--- src/rtl/i2cee_pkg.sv ---
// Shared types and codes for the I2C EEPROM byte access master.
// No dependencies; the csr, core, outq, top and checker files import this package.
package i2cee_pkg;

   localparam int unsigned CSR_ADDR_W = 4;
   localparam int unsigned CSR_DATA_W = 32;

   // Command codes on the tick beat
   localparam logic [1:0] CMD_NONE  = 2'd0;
   localparam logic [1:0] CMD_WRITE = 2'd1;
   localparam logic [1:0] CMD_READ  = 2'd2;

   // Register indexes (byte address / 4)
   localparam logic [1:0] REG_BUS_ADDR          = 2'd0;
   localparam logic [1:0] REG_WAIT_SCALE        = 2'd1;
   localparam logic [1:0] REG_ACK_TIMEOUT       = 2'd2;
   localparam logic [1:0] REG_WRITE_CYCLE_TICKS = 2'd3;

   // Register reset values
   localparam logic [6:0]  RST_BUS_ADDR          = 7'd80;
   localparam logic [10:0] RST_WAIT_SCALE        = 11'd1;
   localparam logic [7:0]  RST_ACK_TIMEOUT       = 8'd250;
   localparam logic [15:0] RST_WRITE_CYCLE_TICKS = 16'd8000;

   // Byte stage inside a transaction
   localparam logic [1:0] STAGE_DEVICE = 2'd0;
   localparam logic [1:0] STAGE_WORD   = 2'd1;
   localparam logic [1:0] STAGE_SECOND = 2'd2;
   localparam logic [1:0] STAGE_READ   = 2'd3;

   typedef enum logic [15:0] {
      PH_IDLE   = 16'h0001,
      PH_STHI   = 16'h0002,
      PH_STLO   = 16'h0004,
      PH_WBLO   = 16'h0008,
      PH_WBHI   = 16'h0010,
      PH_ACKREL = 16'h0020,
      PH_ACKCLK = 16'h0040,
      PH_ACKPOL = 16'h0080,
      PH_ACKEND = 16'h0100,
      PH_RBHI   = 16'h0200,
      PH_RBLO   = 16'h0400,
      PH_NACK   = 16'h0800,
      PH_SPLO   = 16'h1000,
      PH_SPMID  = 16'h2000,
      PH_SPEND  = 16'h4000,
      PH_WCYC   = 16'h8000
   } phase_type;

   // Live configuration; hold values are pre-scaled wait lengths in ticks
   typedef struct packed {
      logic [6:0]  bus_addr;
      logic [7:0]  ack_timeout;
      logic [15:0] write_cycle_ticks;
      logic [15:0] hold2;
      logic [15:0] hold5;
      logic [15:0] hold10;
   } cfg_type;

   typedef struct packed {
      logic       scl;
      logic       sda_out;
      logic       busy_res;
      logic [7:0] read_data;
      logic       read_done;
      logic       ack_missed;
   } rsp_item_type;

endpackage

--- src/rtl/i2cee_if.sv ---
// Valid/ready channel interfaces for the tick beats and the result beats.
// No dependencies.
interface i2cee_req_if;
   logic       valid;
   logic       ready;
   logic [1:0] command;
   logic [7:0] word_address;
   logic [7:0] write_data;
   logic       sda_in;

   modport source (output valid, command, word_address, write_data, sda_in, input ready);
   modport sink   (input valid, command, word_address, write_data, sda_in, output ready);
endinterface

interface i2cee_rsp_if;
   logic       valid;
   logic       ready;
   logic       scl;
   logic       sda_out;
   logic       busy_res;
   logic [7:0] read_data;
   logic       read_done;
   logic       ack_missed;

   modport source (output valid, scl, sda_out, busy_res, read_data, read_done, ack_missed,
                   input ready);
   modport sink   (input valid, scl, sda_out, busy_res, read_data, read_done, ack_missed,
                   output ready);
endinterface

--- src/rtl/i2cee_csr.sv ---
// APB-style configuration registers; pre-scales the wait lengths on write.
// Depends on i2cee_pkg.
module i2cee_csr
   import i2cee_pkg::*;
(
   input  logic                  clock,
   input  logic                  reset,
   input  logic                  psel,
   input  logic                  penable,
   input  logic                  pwrite,
   input  logic [CSR_ADDR_W-1:0] paddr,
   input  logic [CSR_DATA_W-1:0] pwdata,
   output logic [CSR_DATA_W-1:0] prdata,
   output logic                  pready,
   output cfg_type               cfg
);

   logic [6:0]  dev_ff;
   logic [10:0] scale_ff;
   logic [7:0]  tmo_ff;
   logic [15:0] wct_ff;
   logic [15:0] hold2_ff, hold5_ff, hold10_ff;
   logic        wr;
   logic [1:0]  idx;
   logic [10:0] ws;
   logic [15:0] x2, x5, x10;

   // scaled wait of zero still lasts one tick
   function automatic logic [15:0] at_least_one(input logic [15:0] v);
      return (v == 16'd0) ? 16'd1 : v;
   endfunction

   assign wr  = psel & penable & pwrite;
   assign idx = paddr[3:2];
   assign ws  = pwdata[10:0];
   assign x2  = {4'd0, ws, 1'b0};
   assign x5  = {5'd0, ws} + {3'd0, ws, 2'b00};
   assign x10 = {x5[14:0], 1'b0};

   always_ff @(posedge clock) begin
      if (reset) begin
         dev_ff    <= RST_BUS_ADDR;
         scale_ff  <= RST_WAIT_SCALE;
         tmo_ff    <= RST_ACK_TIMEOUT;
         wct_ff    <= RST_WRITE_CYCLE_TICKS;
         hold2_ff  <= 16'd2;
         hold5_ff  <= 16'd5;
         hold10_ff <= 16'd10;
      end else if (wr) begin
         unique case (idx)
            REG_BUS_ADDR: dev_ff <= pwdata[6:0];
            REG_WAIT_SCALE: begin
               scale_ff  <= ws;
               hold2_ff  <= at_least_one(x2);
               hold5_ff  <= at_least_one(x5);
               hold10_ff <= at_least_one(x10);
            end
            REG_ACK_TIMEOUT:       tmo_ff <= pwdata[7:0];
            REG_WRITE_CYCLE_TICKS: wct_ff <= pwdata[15:0];
            default: ;
         endcase
      end
   end

   always_comb begin
      unique case (idx)
         REG_BUS_ADDR:          prdata = {25'd0, dev_ff};
         REG_WAIT_SCALE:        prdata = {21'd0, scale_ff};
         REG_ACK_TIMEOUT:       prdata = {24'd0, tmo_ff};
         REG_WRITE_CYCLE_TICKS: prdata = {16'd0, wct_ff};
         default:               prdata = '0;
      endcase
   end

   assign pready                = 1'b1;
   assign cfg.bus_addr          = dev_ff;
   assign cfg.ack_timeout       = tmo_ff;
   assign cfg.write_cycle_ticks = wct_ff;
   assign cfg.hold2             = hold2_ff;
   assign cfg.hold5             = hold5_ff;
   assign cfg.hold10            = hold10_ff;

endmodule

--- src/rtl/i2cee_core.sv ---
// Tick input register and bus sequencer: one tick beat per step.
// Depends on i2cee_pkg and i2cee_if.
module i2cee_core
   import i2cee_pkg::*;
(
   input  logic         clock,
   input  logic         reset,
   i2cee_req_if.sink    req,
   input  cfg_type      cfg,
   input  logic         q_full,
   output logic         push,
   output rsp_item_type result
);

   // input register
   logic       in_valid_ff, in_valid_in;
   logic [1:0] cmd_ff;
   logic [7:0] word_ff, wdata_ff;
   logic       sda_ff;
   logic       accept, step;

   // sequencer state
   phase_type  phase_ff, phase_in;
   logic [15:0] hold_ff, hold_in;
   logic [2:0] bit_ff, bit_in;
   logic [7:0] shift_ff, shift_in;
   logic [7:0] laddr_ff, laddr_in;
   logic [7:0] ldata_ff, ldata_in;
   logic       rd_ff, rd_in;
   logic [7:0] await_ff, await_in;
   logic [7:0] last_ff, last_in;
   logic [1:0] stage_ff, stage_in;

   logic       expire, go_enter;
   phase_type  target;

   function automatic logic [15:0] hold_for(input phase_type p, input cfg_type c);
      logic [15:0] h;
      unique case (p) inside
         PH_STHI, PH_STLO, PH_ACKEND, PH_SPLO, PH_SPMID: h = c.hold2;
         PH_WBHI:             h = c.hold5;
         PH_ACKREL, PH_ACKCLK: h = c.hold10;
         PH_WCYC:             h = c.write_cycle_ticks;
         default:             h = 16'd1;
      endcase
      return h;
   endfunction

   assign step      = in_valid_ff & ~q_full;
   assign req.ready = ~in_valid_ff | step;
   assign accept    = req.valid & req.ready;
   assign push      = step;

   always_comb begin
      if (accept)    in_valid_in = 1'b1;
      else if (step) in_valid_in = 1'b0;
      else           in_valid_in = in_valid_ff;
   end

   always_comb begin
      phase_in = phase_ff;
      hold_in  = hold_ff;
      bit_in   = bit_ff;
      shift_in = shift_ff;
      laddr_in = laddr_ff;
      ldata_in = ldata_ff;
      rd_in    = rd_ff;
      await_in = await_ff;
      last_in  = last_ff;
      stage_in = stage_ff;
      expire   = 1'b0;
      go_enter = 1'b0;
      target   = PH_IDLE;
      result.scl        = 1'b1;
      result.sda_out    = 1'b1;
      result.busy_res   = 1'b0;
      result.read_done  = 1'b0;
      result.ack_missed = 1'b0;

      // command is only taken while idle; code three acts as none
      if (phase_ff == PH_IDLE && (cmd_ff == CMD_WRITE || cmd_ff == CMD_READ)) begin
         laddr_in = word_ff;
         ldata_in = wdata_ff;
         rd_in    = (cmd_ff == CMD_READ);
         stage_in = STAGE_DEVICE;
         bit_in   = 3'd0;
         shift_in = {cfg.bus_addr, 1'b0};
         phase_in = PH_STHI;
         hold_in  = cfg.hold2;
      end

      if (phase_in != PH_IDLE) begin
         result.busy_res = 1'b1;
         unique case (phase_in) inside
            PH_STLO, PH_SPMID: result.sda_out = 1'b0;
            PH_WBLO: begin
               result.scl     = 1'b0;
               result.sda_out = shift_in[7];
            end
            PH_WBHI: result.sda_out = shift_in[7];
            PH_ACKREL, PH_ACKEND, PH_RBLO: result.scl = 1'b0;
            PH_SPLO: begin
               result.scl     = 1'b0;
               result.sda_out = 1'b0;
            end
            default: ;
         endcase

         if (phase_in == PH_ACKPOL) begin
            if (sda_ff) begin
               await_in = await_ff + 8'd1;
               if (await_in >= cfg.ack_timeout) begin
                  result.ack_missed = 1'b1;
                  expire            = 1'b1;
               end
            end else begin
               expire = 1'b1;
            end
         end else begin
            if (phase_in == PH_RBHI) begin
               shift_in = {shift_in[6:0], sda_ff};
               bit_in   = bit_in + 3'd1;
               if (bit_in == 3'd0) last_in = shift_in;
            end
            if (phase_in == PH_SPEND && rd_in) result.read_done = 1'b1;
            hold_in = hold_in - 16'd1;
            if (hold_in == 16'd0) expire = 1'b1;
         end

         if (expire) begin
            go_enter = 1'b1;
            unique case (phase_in)
               PH_STHI:   target = PH_STLO;
               PH_STLO:   target = PH_WBLO;
               PH_WBLO:   target = PH_WBHI;
               PH_WBHI: begin
                  shift_in = {shift_in[6:0], 1'b0};
                  bit_in   = bit_in + 3'd1;
                  target   = (bit_in == 3'd0) ? PH_ACKREL : PH_WBLO;
               end
               PH_ACKREL: target = PH_ACKCLK;
               PH_ACKCLK: target = PH_ACKPOL;
               PH_ACKPOL: target = PH_ACKEND;
               PH_ACKEND: begin
                  // pick the next byte after the acknowledge
                  if (stage_in == STAGE_DEVICE) begin
                     shift_in = laddr_in;
                     stage_in = STAGE_WORD;
                     target   = PH_WBLO;
                  end else if (stage_in == STAGE_WORD) begin
                     stage_in = STAGE_SECOND;
                     if (rd_in) begin
                        shift_in = {cfg.bus_addr, 1'b1};
                        target   = PH_STHI;
                     end else begin
                        shift_in = ldata_in;
                        target   = PH_WBLO;
                     end
                  end else if (stage_in == STAGE_SECOND && rd_in) begin
                     shift_in = 8'd0;
                     bit_in   = 3'd0;
                     stage_in = STAGE_READ;
                     target   = PH_RBHI;
                  end else begin
                     target = PH_SPLO;
                  end
               end
               PH_RBHI:   target = PH_RBLO;
               PH_RBLO:   target = (bit_in == 3'd0) ? PH_NACK : PH_RBHI;
               PH_NACK:   target = PH_SPLO;
               PH_SPLO:   target = PH_SPMID;
               PH_SPMID:  target = PH_SPEND;
               PH_SPEND: begin
                  if (!rd_in && cfg.write_cycle_ticks != 16'd0) begin
                     target = PH_WCYC;
                  end else begin
                     go_enter = 1'b0;
                     phase_in = PH_IDLE;
                     hold_in  = 16'd0;
                  end
               end
               default: begin
                  go_enter = 1'b0;
                  phase_in = PH_IDLE;
                  hold_in  = 16'd0;
               end
            endcase
         end

         if (go_enter) begin
            phase_in = target;
            hold_in  = hold_for(target, cfg);
            if (target == PH_ACKPOL) await_in = 8'd0;
         end
      end

      result.read_data = last_in;
   end

   always_ff @(posedge clock) begin
      if (reset) begin
         in_valid_ff <= 1'b0;
         phase_ff    <= PH_IDLE;
         hold_ff     <= '0;
         bit_ff      <= '0;
         shift_ff    <= '0;
         laddr_ff    <= '0;
         ldata_ff    <= '0;
         rd_ff       <= 1'b0;
         await_ff    <= '0;
         last_ff     <= '0;
         stage_ff    <= STAGE_DEVICE;
      end else begin
         in_valid_ff <= in_valid_in;
         if (step) begin
            phase_ff <= phase_in;
            hold_ff  <= hold_in;
            bit_ff   <= bit_in;
            shift_ff <= shift_in;
            laddr_ff <= laddr_in;
            ldata_ff <= ldata_in;
            rd_ff    <= rd_in;
            await_ff <= await_in;
            last_ff  <= last_in;
            stage_ff <= stage_in;
         end
      end
   end

   always_ff @(posedge clock) begin
      if (accept) begin
         cmd_ff   <= req.command;
         word_ff  <= req.word_address;
         wdata_ff <= req.write_data;
         sda_ff   <= req.sda_in;
      end
   end

endmodule

--- src/rtl/i2cee_outq.sv ---
// Two-entry result buffer between the sequencer and the result channel.
// Depends on i2cee_pkg and i2cee_if.
module i2cee_outq
   import i2cee_pkg::*;
(
   input  logic         clock,
   input  logic         reset,
   input  logic         push,
   input  rsp_item_type item,
   output logic         full,
   i2cee_rsp_if.source  rsp
);

   rsp_item_type entry_ff [2];
   logic         head_ff, head_in;
   logic [1:0]   count_ff, count_in;
   logic         pop, tail;
   rsp_item_type top;

   assign pop  = (count_ff != 2'd0) & rsp.ready;
   assign tail = head_ff ^ count_ff[0];
   assign full = (count_ff == 2'd2);
   assign top  = entry_ff[head_ff];

   always_comb begin
      head_in  = pop ? ~head_ff : head_ff;
      count_in = count_ff + {1'b0, push} - {1'b0, pop};
   end

   always_ff @(posedge clock) begin
      if (reset) begin
         head_ff  <= 1'b0;
         count_ff <= 2'd0;
      end else begin
         head_ff  <= head_in;
         count_ff <= count_in;
      end
   end

   always_ff @(posedge clock) begin
      if (push) entry_ff[tail] <= item;
   end

   assign rsp.valid      = (count_ff != 2'd0);
   assign rsp.scl        = top.scl;
   assign rsp.sda_out    = top.sda_out;
   assign rsp.busy_res   = top.busy_res;
   assign rsp.read_data  = top.read_data;
   assign rsp.read_done  = top.read_done;
   assign rsp.ack_missed = top.ack_missed;

endmodule

--- src/rtl/i2c_eeprom_byte_access_master.sv ---
// Path: a tick beat accepted on the input is registered, stepped through the sequencer into the
// result buffer, and from there can be taken on the result channel.
// Throughput: one tick beat per cycle while the result side keeps up; result stalls fill the
// two-entry buffer and then hold the input, and the buffer loses no beat.
// Reset (synchronous, active high): sequencer idle, buffers empty, registers at defaults.
// Depends on i2cee_pkg, i2cee_if, i2cee_csr, i2cee_core and i2cee_outq.
module i2c_eeprom_byte_access_master
   import i2cee_pkg::*;
(
   input  logic                  clock,
   input  logic                  reset,
   i2cee_req_if.sink             req,
   i2cee_rsp_if.source           rsp,
   input  logic                  psel,
   input  logic                  penable,
   input  logic                  pwrite,
   input  logic [CSR_ADDR_W-1:0] paddr,
   input  logic [CSR_DATA_W-1:0] pwdata,
   output logic [CSR_DATA_W-1:0] prdata,
   output logic                  pready
);

   cfg_type      cfg;       // live configuration, wait lengths pre-scaled
   rsp_item_type step_rsp;  // line levels and flags for the stepped tick
   logic         step_push;
   logic         q_full;

   // Register file: scaled waits are computed once when wait_scale is written
   i2cee_csr u_csr (
      .clock   (clock),
      .reset   (reset),
      .psel    (psel),
      .penable (penable),
      .pwrite  (pwrite),
      .paddr   (paddr),
      .pwdata  (pwdata),
      .prdata  (prdata),
      .pready  (pready),
      .cfg     (cfg)
   );

   // Sequencer: START, address/data bytes with ack polling, read bits, STOP,
   // then for writes the write cycle hold; one phase step per tick beat
   i2cee_core u_core (
      .clock  (clock),
      .reset  (reset),
      .req    (req),
      .cfg    (cfg),
      .q_full (q_full),
      .push   (step_push),
      .result (step_rsp)
   );

   // Result buffer; the sequencer stalls only when both entries wait
   i2cee_outq u_outq (
      .clock (clock),
      .reset (reset),
      .push  (step_push),
      .item  (step_rsp),
      .full  (q_full),
      .rsp   (rsp)
   );

endmodule

--- src/flat_wrapper.sv ---
// flat-port wrapper written by rule: the top's interface ports become plain ports
module i2c_eeprom_byte_access_master_flat import i2cee_pkg::*;
  (clock, reset, psel, penable, pwrite, paddr, pwdata, prdata, pready, req_valid, req_command, req_word_address, req_write_data, req_sda_in, req_ready, rsp_valid, rsp_scl, rsp_sda_out, rsp_busy_res, rsp_read_data, rsp_read_done, rsp_ack_missed, rsp_ready);
  i2cee_req_if req_i ();
  i2cee_rsp_if rsp_i ();
  input  logic clock;
  input  logic reset;
  input  logic psel;
  input  logic penable;
  input  logic pwrite;
  input  logic [CSR_ADDR_W-1:0] paddr;
  input  logic [CSR_DATA_W-1:0] pwdata;
  output logic [CSR_DATA_W-1:0] prdata;
  output logic pready;
  input wire logic [$bits(req_i.valid)-1:0] req_valid;
  input wire logic [$bits(req_i.command)-1:0] req_command;
  input wire logic [$bits(req_i.word_address)-1:0] req_word_address;
  input wire logic [$bits(req_i.write_data)-1:0] req_write_data;
  input wire logic [$bits(req_i.sda_in)-1:0] req_sda_in;
  output wire logic [$bits(req_i.ready)-1:0] req_ready;
  output wire logic [$bits(rsp_i.valid)-1:0] rsp_valid;
  output wire logic [$bits(rsp_i.scl)-1:0] rsp_scl;
  output wire logic [$bits(rsp_i.sda_out)-1:0] rsp_sda_out;
  output wire logic [$bits(rsp_i.busy_res)-1:0] rsp_busy_res;
  output wire logic [$bits(rsp_i.read_data)-1:0] rsp_read_data;
  output wire logic [$bits(rsp_i.read_done)-1:0] rsp_read_done;
  output wire logic [$bits(rsp_i.ack_missed)-1:0] rsp_ack_missed;
  input wire logic [$bits(rsp_i.ready)-1:0] rsp_ready;
  assign req_i.valid = req_valid;
  assign req_i.command = req_command;
  assign req_i.word_address = req_word_address;
  assign req_i.write_data = req_write_data;
  assign req_i.sda_in = req_sda_in;
  assign req_ready = req_i.ready;
  assign rsp_valid = rsp_i.valid;
  assign rsp_scl = rsp_i.scl;
  assign rsp_sda_out = rsp_i.sda_out;
  assign rsp_busy_res = rsp_i.busy_res;
  assign rsp_read_data = rsp_i.read_data;
  assign rsp_read_done = rsp_i.read_done;
  assign rsp_ack_missed = rsp_i.ack_missed;
  assign rsp_i.ready = rsp_ready;
  i2c_eeprom_byte_access_master u_core (.clock(clock), .reset(reset), .req(req_i), .rsp(rsp_i), .psel(psel), .penable(penable), .pwrite(pwrite), .paddr(paddr), .pwdata(pwdata), .prdata(prdata), .pready(pready));
endmodule
--- config.mk ---
export PLATFORM = sky130hd
export DESIGN_NAME = i2c_eeprom_byte_access_master_flat
export DESIGN_NICKNAME = d
export VERILOG_FILES = /design/src/rtl/i2cee_pkg.sv /design/src/rtl/i2cee_if.sv /design/src/rtl/i2cee_csr.sv /design/src/rtl/i2cee_core.sv /design/src/rtl/i2cee_outq.sv /design/src/rtl/i2c_eeprom_byte_access_master.sv /design/src/flat_wrapper.sv
export SDC_FILE = /design/constraint.sdc
export NUM_CORES = 1
export LEC_CHECK = 0
export BUFFER_PORTS_ARGS = -buffer_cell sky130_fd_sc_hd__buf_2
export CAP_MARGIN = 5
export CORE_MARGIN = 2
export CORE_UTILIZATION = 57
export CTS_BUF_LIST = sky130_fd_sc_hd__clkbuf_4
export DETAILED_ROUTE_END_ITERATION = 7
export PLACE_DENSITY = 0.77
export REMOVE_ABC_BUFFERS = 1
export SETUP_SLACK_MARGIN = 0.5
export SYNTH_ARGS = -nofsm -noshare
export SYNTH_HDL_FRONTEND = slang
export SYNTH_SLANG_ARGS = --single-unit
--- constraint.sdc ---
create_clock -name clock -period 6.9 [get_ports clock]
set_input_delay 0.345 -clock clock [delete_from_list [all_inputs] [get_ports clock]]
set_output_delay 0.345 -clock clock [all_outputs]
set_load 0.1 [all_outputs]
== After elaboration in Yosys (flattened, before gate mapping) ==
Memory sizes are Yosys's and may differ from the RTL's. A register that Yosys moved wholly into a read port is not among the register bits.
Cells that the tools add are included.
Storage, ports and cells
  memories: 1
  bits in registers: 191
  bits in writable memories: 26
Operators by class
  add/subtract/negate cells: 7
  multiplexer cells: 89
  reductions and logical operators: 29
  equality and inequality tests: 34
  bitwise gates (word level): 10
  $lt $le $gt $ge: 1
Memories
  u_core.u_outq.entry_ff: words 2, bits a word 13, read ports 1, clocked after memory_dff 1, wr ports 1, RTL line i2cee_outq.sv:14  | rsp_item_type entry_ff [2];
Operators with widths (number)
  two-way mux 16 bit: 16
  case mux 16 bit (14 select lines): 1
  two-way mux 8 bit: 19
  case mux 32 bit (4 select lines): 1
  logical NOT 16 bit: 4
  case mux 16 bit (2 select lines): 2
  case mux 16 bit (4 select lines): 1
  == test 16 x 13 -> 1 bit, second input constant: 2
  == test 16 x 14 -> 1 bit, second input constant: 2
  == test 16 x 2 -> 1 bit, second input constant: 2
  == test 16 x 3 -> 1 bit, second input constant: 2
  == test 16 x 5 -> 1 bit, second input constant: 2
  == test 16 x 6 -> 1 bit, second input constant: 2
  == test 16 x 7 -> 1 bit, second input constant: 2
  == test 16 x 8 -> 1 bit, second input constant: 2
  == test 16 x 9 -> 1 bit, second input constant: 2
  two-way mux 3 bit: 10
  two-way mux 12 bit: 2
  two-way mux 1 bit: 20
  == test 16 x 1 -> 1 bit, second input constant: 1
  == test 16 x 10 -> 1 bit, second input constant: 1
  == test 16 x 11 -> 1 bit, second input constant: 1
  == test 16 x 12 -> 1 bit, second input constant: 1
  == test 16 x 15 -> 1 bit, second input constant: 1
  other kinds (37): 71

== Longest topological paths before layout ==
  word-level depth: 19
  gate-level depth with buffers: 20
  depth with buffers taken out: 16

== Cells and area by module ==
From an unflattened synthesis, not the netlist that was laid out.
Second synthesis, totals
  cells, all modules: 1437
  area total of the unflattened synthesis: 12072.8 µm²
Modules (own cells, without submodules)
  i2cee_core: area an instance 7370.8 µm², cells each 958, times used 1, sequential area each 2152.1 µm²
  i2cee_csr: area an instance 3529.6 µm², cells each 417, times used 1, sequential area each 1401.3 µm²
  i2cee_outq: area an instance 1172.4 µm², cells each 62, times used 1, sequential area each 860.8 µm²

== Worst setup path after synthesis ==
Ideal clock, no wire load.
  kind: reg2reg
  start: register u_core.u_core.phase_ff[8]
  end: register u_core.u_core.hold_ff[1]
  period minus slack after synthesis: 4650 ps
  setup slack: 2250 ps
  stages on the path, launching flop included: 19
  data required time: 6786 ps
  arrival time: 4536 ps
  path buffers: 4
  library setup time: 114 ps
  path through: dfxtp_1 > or4_4 > nor3_1 > nand3_1 > buf_2 > buf_1 > mux2i_1 > ha_1 > buf_2 > or4b_2 > nor3_2 > mux2i_1 > nor4_1 > or2_4 > o2111a_1 > buf_4 > and3_1 > a22o_1 > a21o_1
Between the ends
  longest elaborated chain between the ends: 18
  elaborated cells on any way between the ends: 73
Ends and longest elaborated chain
  from (decl): RTL line i2cee_core.sv:23  | phase_type phase_ff, phase_in;
  from (signal assigned): RTL line i2cee_core.sv:216  | phase_ff <= phase_in;
  == test 16 x 1 -> 1 bit: RTL line i2cee_core.sv:81  | if (phase_ff == PH_IDLE && (cmd_ff == CMD_WRITE || cmd_ff == CMD_READ)) begin
  logical AND 1 bit: RTL line i2cee_core.sv:81
  two-way mux 3 bit or two-way mux 16 bit (tied branches): RTL line i2cee_core.sv:81
  adder 3 x 1 -> 3 bit or == test 16 x 10 -> 1 bit (tied branches): RTL line i2cee_core.sv:122, i2cee_core.sv:120, i2cee_core.sv:132
  two-way mux 3 bit: RTL line i2cee_core.sv:120  | if (phase_in == PH_RBHI) begin
  two-way mux 3 bit: RTL line i2cee_core.sv:109  | if (phase_in == PH_ACKPOL) begin
  two-way mux 3 bit: RTL line i2cee_core.sv:92  | if (phase_in != PH_IDLE) begin
  adder 3 x 1 -> 3 bit: RTL line i2cee_core.sv:138  | bit_in = bit_in + 3'd1;
  (+2 left out)
  case mux 16 bit (14 select lines): RTL line i2cee_core.sv:132  | unique case (phase_in)
  two-way mux 16 bit: RTL line i2cee_core.sv:130  | if (expire) begin
  two-way mux 16 bit: RTL line i2cee_core.sv:92
  == test 16 x 2 -> 1 bit, or another cell as far along: RTL line i2cee_core.sv:192  | hold_in = hold_for(target, cfg);
  OR reduction 5 bit or OR reduction 2 bit (tied branches): RTL line i2cee_core.sv:39  | unique case (p) inside
  case mux 16 bit (4 select lines): RTL line i2cee_core.sv:39
  two-way mux 16 bit: RTL line i2cee_core.sv:190  | if (go_enter) begin
  two-way mux 16 bit (*): RTL line i2cee_core.sv:92
  to (signal assigned): RTL line i2cee_core.sv:217  | hold_ff <= hold_in;
  to (decl): RTL line i2cee_core.sv:24  | logic [15:0] hold_ff, hold_in;
Every way passes the cells marked *; elsewhere a longest branch is shown, timed or not. The select of a mux whose other input is x is not followed.
A chain may end at the register's enable or synchronous reset.

== Worst setup path after layout ==
  start: register u_core.u_core.phase_ff[8]
  end: register u_core.u_core.shift_ff[3]
Between the ends
  longest elaborated chain between the ends: 12
  elaborated cells on any way between the ends: 32
Ends and longest elaborated chain
  parallel branches: the longest is 11 deep, another holds subtractor 16 x 1 -> 16 bit
  two-way mux 8 bit (*): RTL line i2cee_core.sv:92
  to (signal assigned): RTL line i2cee_core.sv:219  | shift_ff <= shift_in;
  to (decl): RTL line i2cee_core.sv:26  | logic [7:0] shift_ff, shift_in;
Every way passes the cells marked *. The select of a mux whose other input is x is not followed.

==> flow_summary.yaml <==
worst_setup_path:
  r2r_end: "u_core.u_core.shift_ff[3]"
  end_kind: "register"
  r2r-start: "u_core.u_core.phase_ff[8]"
  slowest_stage: "or4b_2"
  cp.depth: 15
  path_max_fanout: 13
  worst-r2r-setup-slack_ns: 1.43
  cp_top_family: "simple AND/OR/NAND/NOR gates"
  crit_chain: "or4_4 > nor3_1 > nand3_1 > buf_4 > mux2i_1 > ha_1 > or4b_2 > o21ai_0 > o2111ai_1 > mux2i_1 > nand2b_1 > o2111a_1 > nand2_2 > a22oi_1 > a211oi_1"
  cp_common_cell: "mux2i_1"
  worstPathArrival_ns: 5.98
  cp.required_ns: 7.42
  crit_type: "reg -> reg"
  crit_path_start_kind: "register"
  startpoint: "u_core.u_core.phase_ff[8]"
  critPathMaxStageDelay_ns: 0.69
  r2r_cells: 15
  crit_end: "u_core.u_core.shift_ff[3]"
  crit_buf_inv: 1
yosys:
  synth_area_leaders: "dfxtp_1 27%, edfxtp_1 12%, nand2_1 7.9%, a21oi_1 4.8%, mux2i_1 3.9%"
  synthTopCellsByCount: "240 x nand2_1, 153 x dfxtp_1, 109 x a21oi_1, 79 x nor2_1, 53 x clkbuf_1"
  synthAdderAreaFrac: 0.0324
  synth-edff-count: 45
  ys.flop_type: "dfxtp_1"
  synth_xor_area_frac: 0.0352
  synth_compound_area_frac: 0.190
  syn-cell-area_mm2: 0.0114
  synth-simple-area-share: 0.225
  syn_avg_cell_area_um2: 8.61
  synth_mux_area_frac: 0.0758
  synth_cell_types: 96
  synth.most_common_cell: "nand2_1"
  async_reset_ff_frac: 0
  synth_cells: 1328
  yosysTopAreaCellShare: 0.268
  seq_area_frac_synth: 0.386
  synth_top_family_by_area: "simple AND/OR/NAND/NOR gates"
  ys_warn_count: 0
  ys_ff_latch: 198
  yosysTopAreaCell: "dfxtp_1"
clock_network:
  root_buffer: "clkbuf_4"
  cts_buffers: 17
  worstSkewPairLatency_ns: 0.64
  post_cts_buffers: 0
  path_clk_slew_ns: 0.19
  cts_sinks: 198
  cts_htree_levels: 4
  cts_tree: "built"
  post_cts_resized: 0
  clk_path_buf_depth: 2
run_status:
  outcome: "finished clean"
sta:
  finalSetupViolCount: 0
  hold_viol_final: 0
  final.period_utilization: 0.792
  fmax_mhz: 183
  period_needed_ns: 5.47
  maxSlewHeadroom: 0.252
  worstMarginPinSlew_ns: 1.12
  grt_setup_unrepaired: "false"
  skew_ns: 0.0308
  timing.setup.tns_ns: 0
  final_max_slew_viol_count: 0
global_route:
  grt_pass1_vias: 9783
  grt_pass1_wl_mm: 51.6
  grt_max_degree: 74
  grt-ovfl-total: 0
  antenna_found_initial: 1
  track_usage: 0.300
floorplan:
  rows: 51
  coreArea_mm2: 0.0196
  die_h_um: 146
  dieWidth_um: 146
  io_pins: 110
  start_util: 0.584
  dieArea_mm2: 0.0212
finish:
  fin_util: 0.634
  fillers: 1728
  final_nets: 1470
  drive_gt1_frac: 0.136
  instances_no_fill: 1658
  seq_area_mm2: 0.00441
  area_growth_pct: 8.57
  multiInputGateArea_mm2: 0.00646
detailed_routing:
  drc_errors: 0
  avgRoutedWirePerCell_um: 19.3
  via_per_inst: 6.34
  num_vias: 10506
  dr.pass1.iters: 7
  ant_nets: 0
  routed_wl_mm: 31.9
  drtIter0Drc: 1204
pwr:
  p_comb_frac: 0.338
  powerDensity_mw_per_mm2: 244
  p_seq_frac: 0.440
  sw_frac_of_total: 0.408
  p_leak_nw: 4.73
  clkPwrFrac: 0.222
  netSwitchingPower_mw: 1.23
  vdd_ir_drop_max_v: 0.000147
  finalPower_mw: 3.03
  p_int_mw: 1.80
placed_design:
  place_hpwl_mm: 22.2
  dp_cells: 1597
  routabilityCongestion: 0.943
  portBuffers: 74
min_path:
  hp-class: "in -> reg"
job:
  drv_cap: 0
## tightest hold or removal path, stage by stage
cell	delay (ns)
buf_2	0.16
nand2_1	0.07
a21oi_1	0.05
## worst min path at each step
stage	from	endpoint	slack, ns	depth (start not counted)
4_1_cts	pwdata[2]	u_core.u_csr.tmo_ff[2]	0.006	3
5_1_grt	pwdata[2]	u_core.u_csr.tmo_ff[2]	0.01	3
2_1_floorplan	reset	u_core.u_core.hold_ff[2]	0.41	1
6_report	pwdata[4]	u_core.u_csr.wct_ff[4]	0.01	3
3_3_place_gp	u_core.u_csr.hold10_ff[1]	u_core.u_csr.hold10_ff[1]	0.43	2
3_5_place_dp	u_core.u_csr.scale_ff[0]	u_core.u_csr.scale_ff[0]	0.45	2
## through the flow
stage               setup slack, ns  hold slack (ns)  cell area (um2)
global placement               1.77            0.432            11800
CTS                            1.61          0.00609            12400
detailed placement             1.68            0.445            11800
finish                         1.43          0.00965            12400
global route                   1.17          0.00956            12400
floorplan                      1.63            0.410            11000
## placed cells by master, fill, tap and decap left out, drive strengths merged, types with 8 or more instances in the layout
| cell | instances |
|---|---|
| nand4 | 11 |
| a222oi | 11 |
| a31oi | 10 |
| nand2 | 243 |
| nand2b | 12 |
| inv | 38 |
| ha | 28 |
| a21o | 12 |
| a21oi | 112 |
| xnor2 | 26 |
| xor2 | 20 |
| nor3 | 28 |
| nor2 | 83 |
| a211oi | 17 |
| nor2b | 10 |
| and3 | 24 |
| dfxtp | 153 |
| and2 | 10 |
| clkbuf | 18 |
| conb | 17 |
| nand3 | 35 |
| or4 | 8 |
| or3 | 12 |
| o211ai | 16 |
| nor4 | 24 |
| mux2 | 23 |
| a22oi | 14 |
| dlygate4sd3 | 28 |
| edfxtp | 45 |
| buf | 89 |
| o21ai | 49 |
| mux2i | 45 |
## registers in the layout (all words and copies together), names as in the netlist, 11 cells and up, named ones only
register and cells:
u_core.u_csr.wct_ff 16, u_core.u_core.phase_ff 16, u_core.u_csr.scale_ff 11, u_core.u_csr.hold2_ff 12, u_core.u_outq.entry_ff 26, u_core.u_csr.hold5_ff 14
u_core.u_core.hold_ff 16
## logic make-up after synthesis
family / count (synthesis)
other: 2
DFF: 198
AOI/OAI and AO/OA: 317
adders and majority gates: 29
and+or+nand+nor: 528
muxes: 75
xor gates and xnor gates: 46
buffers and inverters: 133
## repair_timing
action	4_1_cts	5_1_grt
endpoints found under the hold margin	28	0
setup endpoints to repair	0	0
hold buffers	28	0
## cell type report
cell class | count | share of cell area
multi-input cells | 1012 | 0.520
flip-flops and latches | 198 | 0.356
diodes | 1 | 0.000202
repair buffers | 117 | 0.0617
clock inverters | 14 | 0.0149
well taps | 265 | 0.0267
inverters | 33 | 0.00998
clock buffers | 18 | 0.0109
## layer usage
layer	GRT usage	wire length (um)	vias up
met5	0	0	-
met4	0.106	966	0
met3	0.0555	2970	88
met2	0.467	14400	541
met1	0.420	13600	4981
li1	-	-	4896
## power groups by stage
stage	logic (mW)	clock network [mW]	registers, mW
2_1_floorplan	0.792	0	1.33
3_3_place_gp	0.983	0	1.35
3_5_place_dp	0.994	0	1.36
4_1_cts	1.01	0.675	1.33
5_1_grt	1.10	0.719	1.34
6_report	1.02	0.673	1.33
Note: power is estimated with default switching activity, not from simulation.
